`config.mk`:
```
export PLATFORM = sky130hd
export DESIGN_NAME = sqb_ctrl
export DESIGN_NICKNAME = d
export VERILOG_FILES = /design/src/rtl/core/sqb_pkg.sv /design/src/rtl/core/sqb_ctrl.sv
export SDC_FILE = /design/constraint.sdc
export NUM_CORES = 1
export LEC_CHECK = 0
export ABC_CLOCK_PERIOD_IN_PS = 3100
export BUFFER_PORTS_ARGS = -buffer_cell sky130_fd_sc_hd__buf_2
export CAP_MARGIN = 20
export CORE_MARGIN = 4
export CORE_UTILIZATION = 53
export DETAILED_ROUTE_END_ITERATION = 16
export GPL_ROUTABILITY_DRIVEN = 0
export HOLD_SLACK_MARGIN = 0.1
export PLACE_DENSITY = 0.8
export SYNTH_ARGS = -nofsm -noshare
export SYNTH_HDL_FRONTEND = slang
export SYNTH_SLANG_ARGS = --single-unit
export TNS_END_PERCENT = 100
```
`constraint.sdc`:
```
create_clock -name clk -period 3.1 [get_ports clk]
set_input_delay 0.155 -clock clk [delete_from_list [all_inputs] [get_ports clk]]
set_output_delay 0.155 -clock clk [all_outputs]
set_load 0.01 [all_outputs]
```
`src/rtl/core/sqb_pkg.sv`:
```
// Package with shared types, constants and the sine table for the sprite quad batcher.
`timescale 1ns / 1ps
package sqb_pkg;

  localparam int MaxQuadsDefault     = 128;
  localparam int TextureSlotsDefault = 8;

  localparam logic [1:0] CMD_BEGIN = 2'd0;
  localparam logic [1:0] CMD_DRAW  = 2'd1;
  localparam logic [1:0] CMD_END   = 2'd2;

  localparam logic [1:0] KIND_VERTEX = 2'd0;
  localparam logic [1:0] KIND_BIND   = 2'd1;
  localparam logic [1:0] KIND_DRAW   = 2'd2;

  typedef enum logic [2:0] {
    ST_IDLE,
    ST_SEARCH,
    ST_BIND,
    ST_RECORD,
    ST_MUL,
    ST_VERT
  } state_t;

  typedef struct packed {
    logic       load;
    logic       search_step;
    logic       alloc;
    logic       empty;
    logic       quad_inc;
    logic       mul_go;
    logic       emit;
    logic [1:0] kind;
    logic [2:0] idx;
    logic [1:0] corner;
    logic       last;
  } ctrl_t;

  typedef struct packed {
    logic [1:0] cmd;
    logic       quads_full;
    logic       tex_zero;
    logic       hit;
    logic       search_done;
    logic       slots_full;
    logic [3:0] slots_used;
    logic       out_free;
  } stat_t;

  function automatic logic signed [15:0] quarter_sine(input logic [6:0] k);
    logic signed [15:0] v;
    case (k)
      7'd0: v = 16'sd0;      7'd1: v = 16'sd402;    7'd2: v = 16'sd804;
      7'd3: v = 16'sd1205;   7'd4: v = 16'sd1606;   7'd5: v = 16'sd2006;
      7'd6: v = 16'sd2404;   7'd7: v = 16'sd2801;   7'd8: v = 16'sd3196;
      7'd9: v = 16'sd3590;   7'd10: v = 16'sd3981;  7'd11: v = 16'sd4370;
      7'd12: v = 16'sd4756;  7'd13: v = 16'sd5139;  7'd14: v = 16'sd5520;
      7'd15: v = 16'sd5897;  7'd16: v = 16'sd6270;  7'd17: v = 16'sd6639;
      7'd18: v = 16'sd7005;  7'd19: v = 16'sd7366;  7'd20: v = 16'sd7723;
      7'd21: v = 16'sd8076;  7'd22: v = 16'sd8423;  7'd23: v = 16'sd8765;
      7'd24: v = 16'sd9102;  7'd25: v = 16'sd9434;  7'd26: v = 16'sd9760;
      7'd27: v = 16'sd10080; 7'd28: v = 16'sd10394; 7'd29: v = 16'sd10702;
      7'd30: v = 16'sd11003; 7'd31: v = 16'sd11297; 7'd32: v = 16'sd11585;
      7'd33: v = 16'sd11866; 7'd34: v = 16'sd12140; 7'd35: v = 16'sd12406;
      7'd36: v = 16'sd12665; 7'd37: v = 16'sd12916; 7'd38: v = 16'sd13160;
      7'd39: v = 16'sd13395; 7'd40: v = 16'sd13623; 7'd41: v = 16'sd13842;
      7'd42: v = 16'sd14053; 7'd43: v = 16'sd14256; 7'd44: v = 16'sd14449;
      7'd45: v = 16'sd14635; 7'd46: v = 16'sd14811; 7'd47: v = 16'sd14978;
      7'd48: v = 16'sd15137; 7'd49: v = 16'sd15286; 7'd50: v = 16'sd15426;
      7'd51: v = 16'sd15557; 7'd52: v = 16'sd15679; 7'd53: v = 16'sd15791;
      7'd54: v = 16'sd15893; 7'd55: v = 16'sd15986; 7'd56: v = 16'sd16069;
      7'd57: v = 16'sd16143; 7'd58: v = 16'sd16207; 7'd59: v = 16'sd16261;
      7'd60: v = 16'sd16305; 7'd61: v = 16'sd16340; 7'd62: v = 16'sd16364;
      7'd63: v = 16'sd16379;
      default: v = 16'sd16384;
    endcase
    return v;
  endfunction

  function automatic logic signed [15:0] sine_at(input logic [7:0] a);
    logic [6:0]         k;
    logic signed [15:0] v;
    k = a[6] ? (7'd64 - {1'b0, a[5:0]}) : {1'b0, a[5:0]};
    v = quarter_sine(k);
    return a[7] ? -v : v;
  endfunction

endpackage

```
`src/rtl/core/sqb_ctrl.sv`:
```
// Controller state machine that sequences slot search, flushes and vertex output.
`timescale 1ns / 1ps
module sqb_ctrl
  import sqb_pkg::*;
#(
  parameter int TEXTURE_SLOTS = TextureSlotsDefault
) (
  input  logic  clk,
  input  logic  rst_n,
  input  logic  in_valid,
  output logic  in_ready,
  input  stat_t stat,
  output ctrl_t ctrl
);

  state_t     state_r, state_nxt;
  logic [2:0] idx_r, idx_nxt;
  logic [1:0] corner_r, corner_nxt;
  // Set when the flush in progress belongs to a draw request.
  logic       draw_r, draw_nxt;

  always_ff @(posedge clk) begin
    if (!rst_n) begin
      state_r  <= ST_IDLE;
      idx_r    <= '0;
      corner_r <= '0;
      draw_r   <= 1'b0;
    end else begin
      state_r  <= state_nxt;
      idx_r    <= idx_nxt;
      corner_r <= corner_nxt;
      draw_r   <= draw_nxt;
    end
  end

  always_comb begin
    state_nxt  = state_r;
    idx_nxt    = idx_r;
    corner_nxt = corner_r;
    draw_nxt   = draw_r;
    ctrl       = '0;
    ctrl.idx   = idx_r;
    ctrl.corner = corner_r;
    in_ready   = 1'b0;
    case (state_r)
      ST_IDLE: begin
        in_ready = 1'b1;
        if (in_valid) begin
          ctrl.load = 1'b1;
          idx_nxt   = 3'd1;
          case (stat.cmd)
            CMD_BEGIN: ctrl.empty = 1'b1;
            CMD_DRAW: begin
              draw_nxt  = 1'b1;
              idx_nxt   = 3'd0;
              state_nxt = ST_SEARCH;
            end
            CMD_END: begin
              draw_nxt  = 1'b0;
              idx_nxt   = 3'd0;
              state_nxt = ST_BIND;
            end
            default: ;
          endcase
        end
      end
      ST_SEARCH: begin
        // The quad limit is checked before the slot search.
        if (stat.quads_full) begin
          idx_nxt   = 3'd0;
          state_nxt = ST_BIND;
        end else if (stat.tex_zero || stat.hit) begin
          state_nxt = ST_MUL;
        end else if (!stat.search_done) begin
          ctrl.search_step = 1'b1;
        end else if (stat.slots_full) begin
          idx_nxt   = 3'd0;
          state_nxt = ST_BIND;
        end else begin
          ctrl.alloc = 1'b1;
          state_nxt  = ST_MUL;
        end
      end
      ST_BIND: begin
        ctrl.kind = KIND_BIND;
        if (stat.out_free) begin
          ctrl.emit = 1'b1;
          if ({1'b0, idx_r} + 4'd1 >= stat.slots_used) state_nxt = ST_RECORD;
          else idx_nxt = idx_r + 3'd1;
        end
      end
      ST_RECORD: begin
        ctrl.kind = KIND_DRAW;
        ctrl.last = !draw_r;
        if (stat.out_free) begin
          ctrl.emit = 1'b1;
          if (draw_r) begin
            ctrl.empty = 1'b1;
            idx_nxt    = 3'd0;
            state_nxt  = ST_SEARCH;
          end else begin
            state_nxt = ST_IDLE;
          end
        end
      end
      ST_MUL: begin
        ctrl.mul_go = 1'b1;
        corner_nxt  = 2'd0;
        state_nxt   = ST_VERT;
      end
      ST_VERT: begin
        ctrl.kind = KIND_VERTEX;
        ctrl.last = (corner_r == 2'd3);
        if (stat.out_free) begin
          ctrl.emit  = 1'b1;
          corner_nxt = corner_r + 2'd1;
          if (corner_r == 2'd3) begin
            ctrl.quad_inc = 1'b1;
            state_nxt     = ST_IDLE;
          end
        end
      end
      default: state_nxt = ST_IDLE;
    endcase
  end

endmodule

```
Word level (Yosys, flattened, before mapping)

Index checks and enable logic that the tools add are counted.

Register bits: 9
Input port bits: 15
Word-level logic and storage cells: 89

$lt $le $gt $ge: 1
Reductions and logical operators: 12
Equal/unequal tests: 21
Muxes and demuxes: 48
$add $sub $neg: 3

Operators by type and width:

| cell                | count |
|---|---|
| $mux 3              | 19 |
| $pmux 3 s6          | 1 |
| $mux 1              | 17 |
| $ne 2x2->1 const B  | 8 |
| $pmux 3 s4          | 1 |
| $ne 3x3->1 const B  | 3 |
| $pmux 3 s3          | 1 |
| $reduce_and 9->1    | 1 |
| $mux 2              | 4 |
| $reduce_and 8->1    | 1 |
| $eq 3x2->1 const B  | 2 |
| $eq 3x3->1 const B  | 2 |
| $pmux 1 s2          | 3 |
| $pmux 3 s2          | 1 |
| $add 3x1->4 const B | 1 |
| $eq 2x2->1 const B  | 2 |
| $ge 4x4->1          | 1 |
| $ne 4x4->1 const B  | 1 |
| $pmux 2 s2          | 1 |
| $reduce_bool 2->1   | 2 |
| $reduce_bool 4->1   | 1 |
| $add 3x1->3 const B | 1 |
| $eq 3x1->1 const B  | 1 |
| $logic_not 3->1     | 1 |
| other kinds (9)     | 9 |

Longest topological paths before layout

Gate-level depths: netlist of the first run.

Word-level depth: 5
Mapped depth: 8

Worst setup path before layout of the first run

Ideal clock, no wire load.

Path kind: register -> register
From: register idx_r[0]
To: register idx_r[0]
Library setup time: 0.072 ns
Buffers on the path: 0
Stages on the path, launching flop included: 7
Arrival time: 1.783 ns
Path slack: 1.245 ns
Data required time: 3.028 ns
Path through: dfxtp_1 ha_1 ha_1 a2111oi_4 nor2_1 a21oi_2 mux2i_1

Longest elaborated chain between the ends: 4

RTL lines:

| element                                                         | line                           | text |
|---|---|---|
| start: declaration                                              | sqb_ctrl.sv:17                 | `logic [2:0] idx_r, idx_nxt;` |
| start signal: assignment                                        | sqb_ctrl.sv:30                 | `idx_r <= idx_nxt;` |
| $add 3x1->4 or $add 3x1->3 (tied branches)                      | sqb_ctrl.sv:88, sqb_ctrl.sv:89 |  |
| $ge 4x4->1 or $mux 3 (tied branches)                            | sqb_ctrl.sv:88                 | `if ({1'b0, idx_r} + 4'd1 >= stat.slots_used) state_nxt = ST_RECORD;` |
| $ne 2x2->1 (no source line) or $mux 3 (tied branches)           | --                             |  |
| $reduce_and 9->1 (no source line) or $pmux 3 s4 (tied branches) | --                             |  |

Parallel ways exist; a longest one is shown, timed or not. The select of a mux whose other input is x is not followed.
A chain may end at the register's enable or synchronous reset.

Worst setup path in the final report of the first run

Same ends and word-level chain as after synthesis.

==> results of run 1 <==
-- per-layer routing --
layer  GRT usage  part of all wire  vias up
li1            -                 -      479
met1       0.218              0.46      425
met2       0.317              0.47       30
met3      0.0550             0.061        2
met4      0.0569            0.0091        0
met5           0                 0        -
-- cells in the mapped netlist, types with 2 or more instances --
| library cell | number |
|---|---|
| nor3_1 | 2 |
| a31oi_1 | 2 |
| a21oi_1 | 6 |
| nor2_1 | 13 |
| nor2b_1 | 3 |
| o21ai_0 | 5 |
| dfxtp_1 | 9 |
| o32ai_1 | 2 |
| nand2b_1 | 4 |
| nand2_1 | 13 |
| ha_1 | 9 |
| buf_2 | 5 |
| mux2i_1 | 3 |
| nand3_1 | 3 |
| inv_1 | 11 |
| a22oi_1 | 3 |
-- area by class of cell --
class                      instances  area [um^2]
multi-input combinational         93          652
fill                             151          489
sequential                         9          180
timing repair buffer              30          150
inverter                          11         41.3
clock buffer                       4         26.3
tap                               16         20.0
-- power breakdown --
| group | total, mW | switching (mW) | internal (mW) |
|---|---|---|---|
| sequential | 0.223 | 0.0818 | 0.141 |
| combinational | 0.438 | 0.229 | 0.209 |
| clock | 0.0907 | 0.0411 | 0.0496 |
| total | 0.752 | 0.352 | 0.400 |
-- how the worst max path moves through the flow --
stage	to	slack, ns	cells after the start
global route	idx_r[0]$_SDFFE_PN0P_	0.99	8
CTS	idx_r[0]$_SDFFE_PN0P_	1.15	8
global placement	idx_r[0]$_SDFFE_PN0P_	1.25	8
floorplan	idx_r[0]$_SDFFE_PN0P_	1.25	6
finish	idx_r[0]$_SDFFE_PN0P_	1.17	8
detailed placement	idx_r[2]$_SDFFE_PN0P_	1.18	5
-- stage by stage --
step | util | std cells | setup WS, ns | hold slack (ns) | total power [mW]
after floorplan | - | 119 | 1.25 | 0.361 | 0.563
after global routing | 0.686 | 163 | 0.988 | 0.243 | 0.828
after detailed placement | 0.669 | 159 | 1.18 | 0.510 | 0.664
final | 0.686 | 163 | 1.17 | 0.231 | 0.752
after CTS | 0.686 | 163 | 1.15 | 0.228 | 0.759
after global placement | 0.669 | 159 | 1.25 | 0.505 | 0.653
-- state kept, by name (all words and copies together) (netlist names) --
name	cells
idx_r	3
state_r	3
corner_r	2
draw_r	1
-- worst min-delay path, stage by stage --
cell and delay (ns):
buf_2 0.16, nand3_1 0.08, mux2i_1 0.06
-- cells by family (layout without fill, tap and decap cells) --
group | count (synthesis) | count (layout) | share of synthesized area
fa+ha+maj | 9 | 9 | 0.125
xor+xnor | 1 | 1 | 0.00971
mux | 3 | 3 | 0.0333
flops | 9 | 9 | 0.200
compound gates | 31 | 31 | 0.268
buf+inv | 17 | 45 | 0.0777
simple gates | 49 | 49 | 0.287
==> summary.txt, run 1 <==
HPWL after DPL -> 1.69 mm
Gate count of the mapped netlist -> 119
Die height -> 49.3 um
H-Tree Depth -> 1
Post-synthesis cell area -> 902 um^2
Commonest non-fill, non-tap cells in the layout -> 30 x buf_2, 13 x nor2_1, 13 x nand2_1
Crit path launch -> idx_r[0]$_SDFFE_PN0P_
Setup violators final -> 0
Ports -> 31
DRC viols -> 0
Core box area -> 0.00156 mm^2
Min Tclk post-route -> 1.93 ns
Reg clk slew, reported paths -> 0.06 ns
Antenna cells -> 0
Die W -> 49.3 um
FF-to-FF path depth -> 8
CP Launch Type -> flop
Most common cell after layout, fill and taps aside -> buf_2
CTS root buf -> clkbuf_4
WP buf/inv -> 0
Ys flop type -> dfxtp_1
Area post-placement -> 0.00104 mm^2
Worst Clk Skew -> 0.00737 ns
Number of global-route vias before repair -> 841
Slew HR -> 0.566
Post-route cell area -> 0.00107 mm^2
Worst-skew pair later-pin latency -> 0.27 ns
Routed wire per std cell -> 12.9 um
FF+latch count, synth -> 9
Num CTS Buffers -> 3
Max Cap Viol -> 0
Slew Limit Fails -> 0
RSZ-0062 raised after global routing -> no
Final ANT Viol Nets -> 0
Largest stage delay, worst path -> 0.42 ns
Avg Inst Size Synth -> 7.58 um^2
Total global routing overflow -> 0
Global-route wire length before repair -> 3.59 mm
Initial Utilization -> 0.579
Synth cell types -> 42
Clock sinks -> 9
Largest cells by area after synthesis -> dfxtp_1 20%, ha_1 12%, nand2_1 5.4%, nor2_1 5.4%, inv_1 4.6%
Largest net degree at the start of global routing -> 20
FF-to-FF Start -> idx_r[0]$_SDFFE_PN0P_
Synth warn -> 0
Die area -> 0.00243 mm^2
WHS Path Cells -> 3
CTS tree -> yes
Async S/R FF share, synth -> 0
Final Cycle Share -> 0.623
Slowest stage cell, crit path -> dfxtp_1
Final nets -> 172
Worst path cell trace -> ha_1 > xor2_1 > ha_1 > o21a_1 > nor2_1 > nor2_1 > a21oi_2 > mux2i_1
R2R Path End -> idx_r[0]$_SDFFE_PN0P_
Critical path fanouts, max -> 6
Crit-path leading delay family -> adder cells
Layout area overhead -> 18.6%
Crit path capture type -> flop
# rows -> 14
Pwr dens -> 703 mW/mm^2
Layout cells sized above 1 -> 0.279
IO buf count -> 30
Post-synth EDFFs -> 0
Hold_sp -> rst_n
CTS-repair resized insts -> 0
Post-CTS Setup Bufs -> 0
Fmax -> 518 MHz
Arrival @ worst endpoint -> 2.12 ns
WHS Endpoint -> state_r[1]$_SDFFE_PN0P_
Net Count, Synth -> 143
Worst Path Required -> 3.29 ns
Min-delay worst type -> in2reg
DRT Pass-1 Iters -> 4
Final Hold Fails -> 0
Hold-fix buffers, CTS -> 0
Status -> finished clean
Worst-Margin Slew -> 0.650 ns
Vias per cell -> 5.74
Number of DRC markers in iteration 0 -> 16
Peak supply drop -> 0.459 mV
Top cell type by total area after synthesis -> dfxtp_1
Setup TNS Final -> 0 ns
Worst-case clock buffer depth -> 2
Via Count -> 936
Initial antenna violation count -> 0
Reg2Reg Setup Slack -> 1.17 ns
CP Class -> reg2reg
Sequential area share after synthesis -> 0.200
Post-synth top area share -> 0.200
GRT Total Usage -> 0.185
Leak -> 0.516 nW
Routed wire length -> 2.10 mm
Power figures use the tool's default switching activity.
==> run 2: changes to the inputs <==
--- a/config.mk
+++ b/config.mk
@@ -5,15 +5,15 @@
 export SDC_FILE = /design/constraint.sdc
 export NUM_CORES = 1
 export LEC_CHECK = 0
-export ABC_CLOCK_PERIOD_IN_PS = 3100
+export ABC_CLOCK_PERIOD_IN_PS = 1800
 export BUFFER_PORTS_ARGS = -buffer_cell sky130_fd_sc_hd__buf_2
 export CAP_MARGIN = 20
 export CORE_MARGIN = 4
-export CORE_UTILIZATION = 53
+export CORE_UTILIZATION = 49
 export DETAILED_ROUTE_END_ITERATION = 16
 export GPL_ROUTABILITY_DRIVEN = 0
 export HOLD_SLACK_MARGIN = 0.1
-export PLACE_DENSITY = 0.8
+export PLACE_DENSITY = 0.74
 export SYNTH_ARGS = -nofsm -noshare
 export SYNTH_HDL_FRONTEND = slang
 export SYNTH_SLANG_ARGS = --single-unit
==> constraint.sdc (replaced) <==
create_clock -name clk -period 1.8 [get_ports clk]
set_input_delay 0.09 -clock clk [delete_from_list [all_inputs] [get_ports clk]]
set_output_delay 0.09 -clock clk [all_outputs]
set_load 0.01 [all_outputs]
==> summary.txt, run 2 (synthesis results as in run 1) <==
Status -> finished with violations
Failing checks -> setup timing
Die area -> 0.00259 mm^2
Number of global-route vias before repair -> 862
Max Cap Viol -> 0
Number of DRC markers in iteration 0 -> 14
Peak supply drop -> 0.770 mV
Routed wire length -> 2.35 mm
Final nets -> 178
Num CTS Buffers -> 3
Setup TNS Final -> -0.00636 ns
HPWL after DPL -> 1.86 mm
Pwr dens -> 1260 mW/mm^2
Largest net degree at the start of global routing -> 13
Core box area -> 0.00173 mm^2
Worst-skew pair later-pin latency -> 0.27 ns
DRT Pass-1 Iters -> 4
Final Power -> 1.50 mW
Fmax -> 554 MHz
Worst Path Required -> 2.00 ns
Worst Clk Skew -> 0.00508 ns
Crit path launch -> idx_r[1]$_SDFFE_PN0P_
Worst-Margin Slew -> 0.450 ns
CTS tree -> yes
Most common cell after layout, fill and taps aside -> buf_2
Worst-case clock buffer depth -> 2
Die height -> 50.9 um
Critical path fanouts, max -> 4
Crit path capture type -> flop
Arrival @ worst endpoint -> 2.00 ns
Die W -> 50.9 um
Layout cells sized above 1 -> 0.373
Final worst slack -> -0.00636 ns
Antenna cells -> 0
Routed wire per std cell -> 13.2 um
Biggest regs -> idx_r (3), state_r (3), corner_r (2)
GRT Total Usage -> 0.195
Final Hold Fails -> 0
Min-delay worst type -> in2reg
Smallest hold slack -> 0.150 ns
Setup violators final -> 1
Dpl cells -> 173
IO buf count -> 30
Slew HR -> 0.700
Layout area overhead -> 32.0%
Vias per cell -> 5.51
Finished Layout Cells -> 178
Leak -> 0.546 nW
Slew Limit Fails -> 0
Global-route wire length before repair -> 3.91 mm
CTS root buf -> clkbuf_4
Final ANT Viol Nets -> 0
Initial antenna violation count -> 0
DRC viols -> 0
CP Class -> reg2reg
Initial Utilization -> 0.522
H-Tree Depth -> 1
Reg clk slew, reported paths -> 0.06 ns
Min Tclk post-route -> 1.81 ns
Ports -> 31
Total global routing overflow -> 0
FF-to-FF Start -> idx_r[1]$_SDFFE_PN0P_
# rows -> 15
RSZ-0062 raised after global routing -> yes
Via Count -> 981
Commonest non-fill, non-tap cells in the layout -> 30 x buf_2, 13 x nand2_1, 11 x inv_1, 11 x nor2_1
CP Launch Type -> flop
Final Cycle Share -> 1.00
Hold_sp -> rst_n
Clock sinks -> 9
-- run 2: timing repair --
| action | 4_1_cts | 5_1_grt |
|---|---|---|
| endpoints found under the hold margin | 0 | 0 |
| setup endpoints to repair | 4 | 7 |
| pin swaps | 5 | 3 |
| gates resized for setup | 8 | 2 |
| hold buffers | 0 | 0 |
| setup buffers | 1 | 0 |
-- run 2: through the flow --
step | worst slack (ns) | utilization | area [um^2]
5_1_grt | -0.111 | 0.690 | 1190
6_report | -0.00636 | 0.690 | 1190
3_5_place_dp | -0.0805 | 0.641 | 1110
4_1_cts | 0.00955 | 0.685 | 1180
2_1_floorplan | 0.0304 | - | 917
3_3_place_gp | -0.00828 | 0.641 | 1110
-- run 2: critical path: stages (launching register included) --
cell,delay [ns]
dfxtp_2,0.34
ha_4,0.28
ha_4,0.20
a2111oi_4,0.44
o21ai_2,0.15
nand2b_1,0.13
mux2i_1,0.19
-- run 2: final cells by class --
type	count	area, um^2
multi-input combinational	93	709
timing repair buffer	36	199
inverter	11	41.3
sequential	9	184
tap	25	31.3
clock buffer	4	26.3
fill	162	536
-- run 2: worst paths after layout --
kind,slack (ns),depth (start not counted),to
worst min register to register,0.52,2,idx_r[1]$_SDFFE_PN0P_
worst max register to register,-0.006,6,state_r[1]$_SDFFE_PN0P_
worst max-delay path,-0.006,6,state_r[1]$_SDFFE_PN0P_
worst min-delay path,0.15,3,idx_r[0]$_SDFFE_PN0P_
-- run 2: routing by layer --
metal / part of all wire / global-route usage / vias up
met4: 0.026 / 0.0628 / 0
met5: 0 / 0 / -
met1: 0.48 / 0.267 / 449
met2: 0.44 / 0.300 / 32
met3: 0.056 / 0.0437 / 11
li1: - / - / 489
-- run 2: where the power goes --
part | switching, mW | total (mW) | internal, mW | leakage, nW
sequential | 0.108 | 0.357 | 0.249 | 0.0744
combinational | 0.506 | 0.979 | 0.474 | 0.457
clock | 0.0752 | 0.161 | 0.0857 | 0.0150
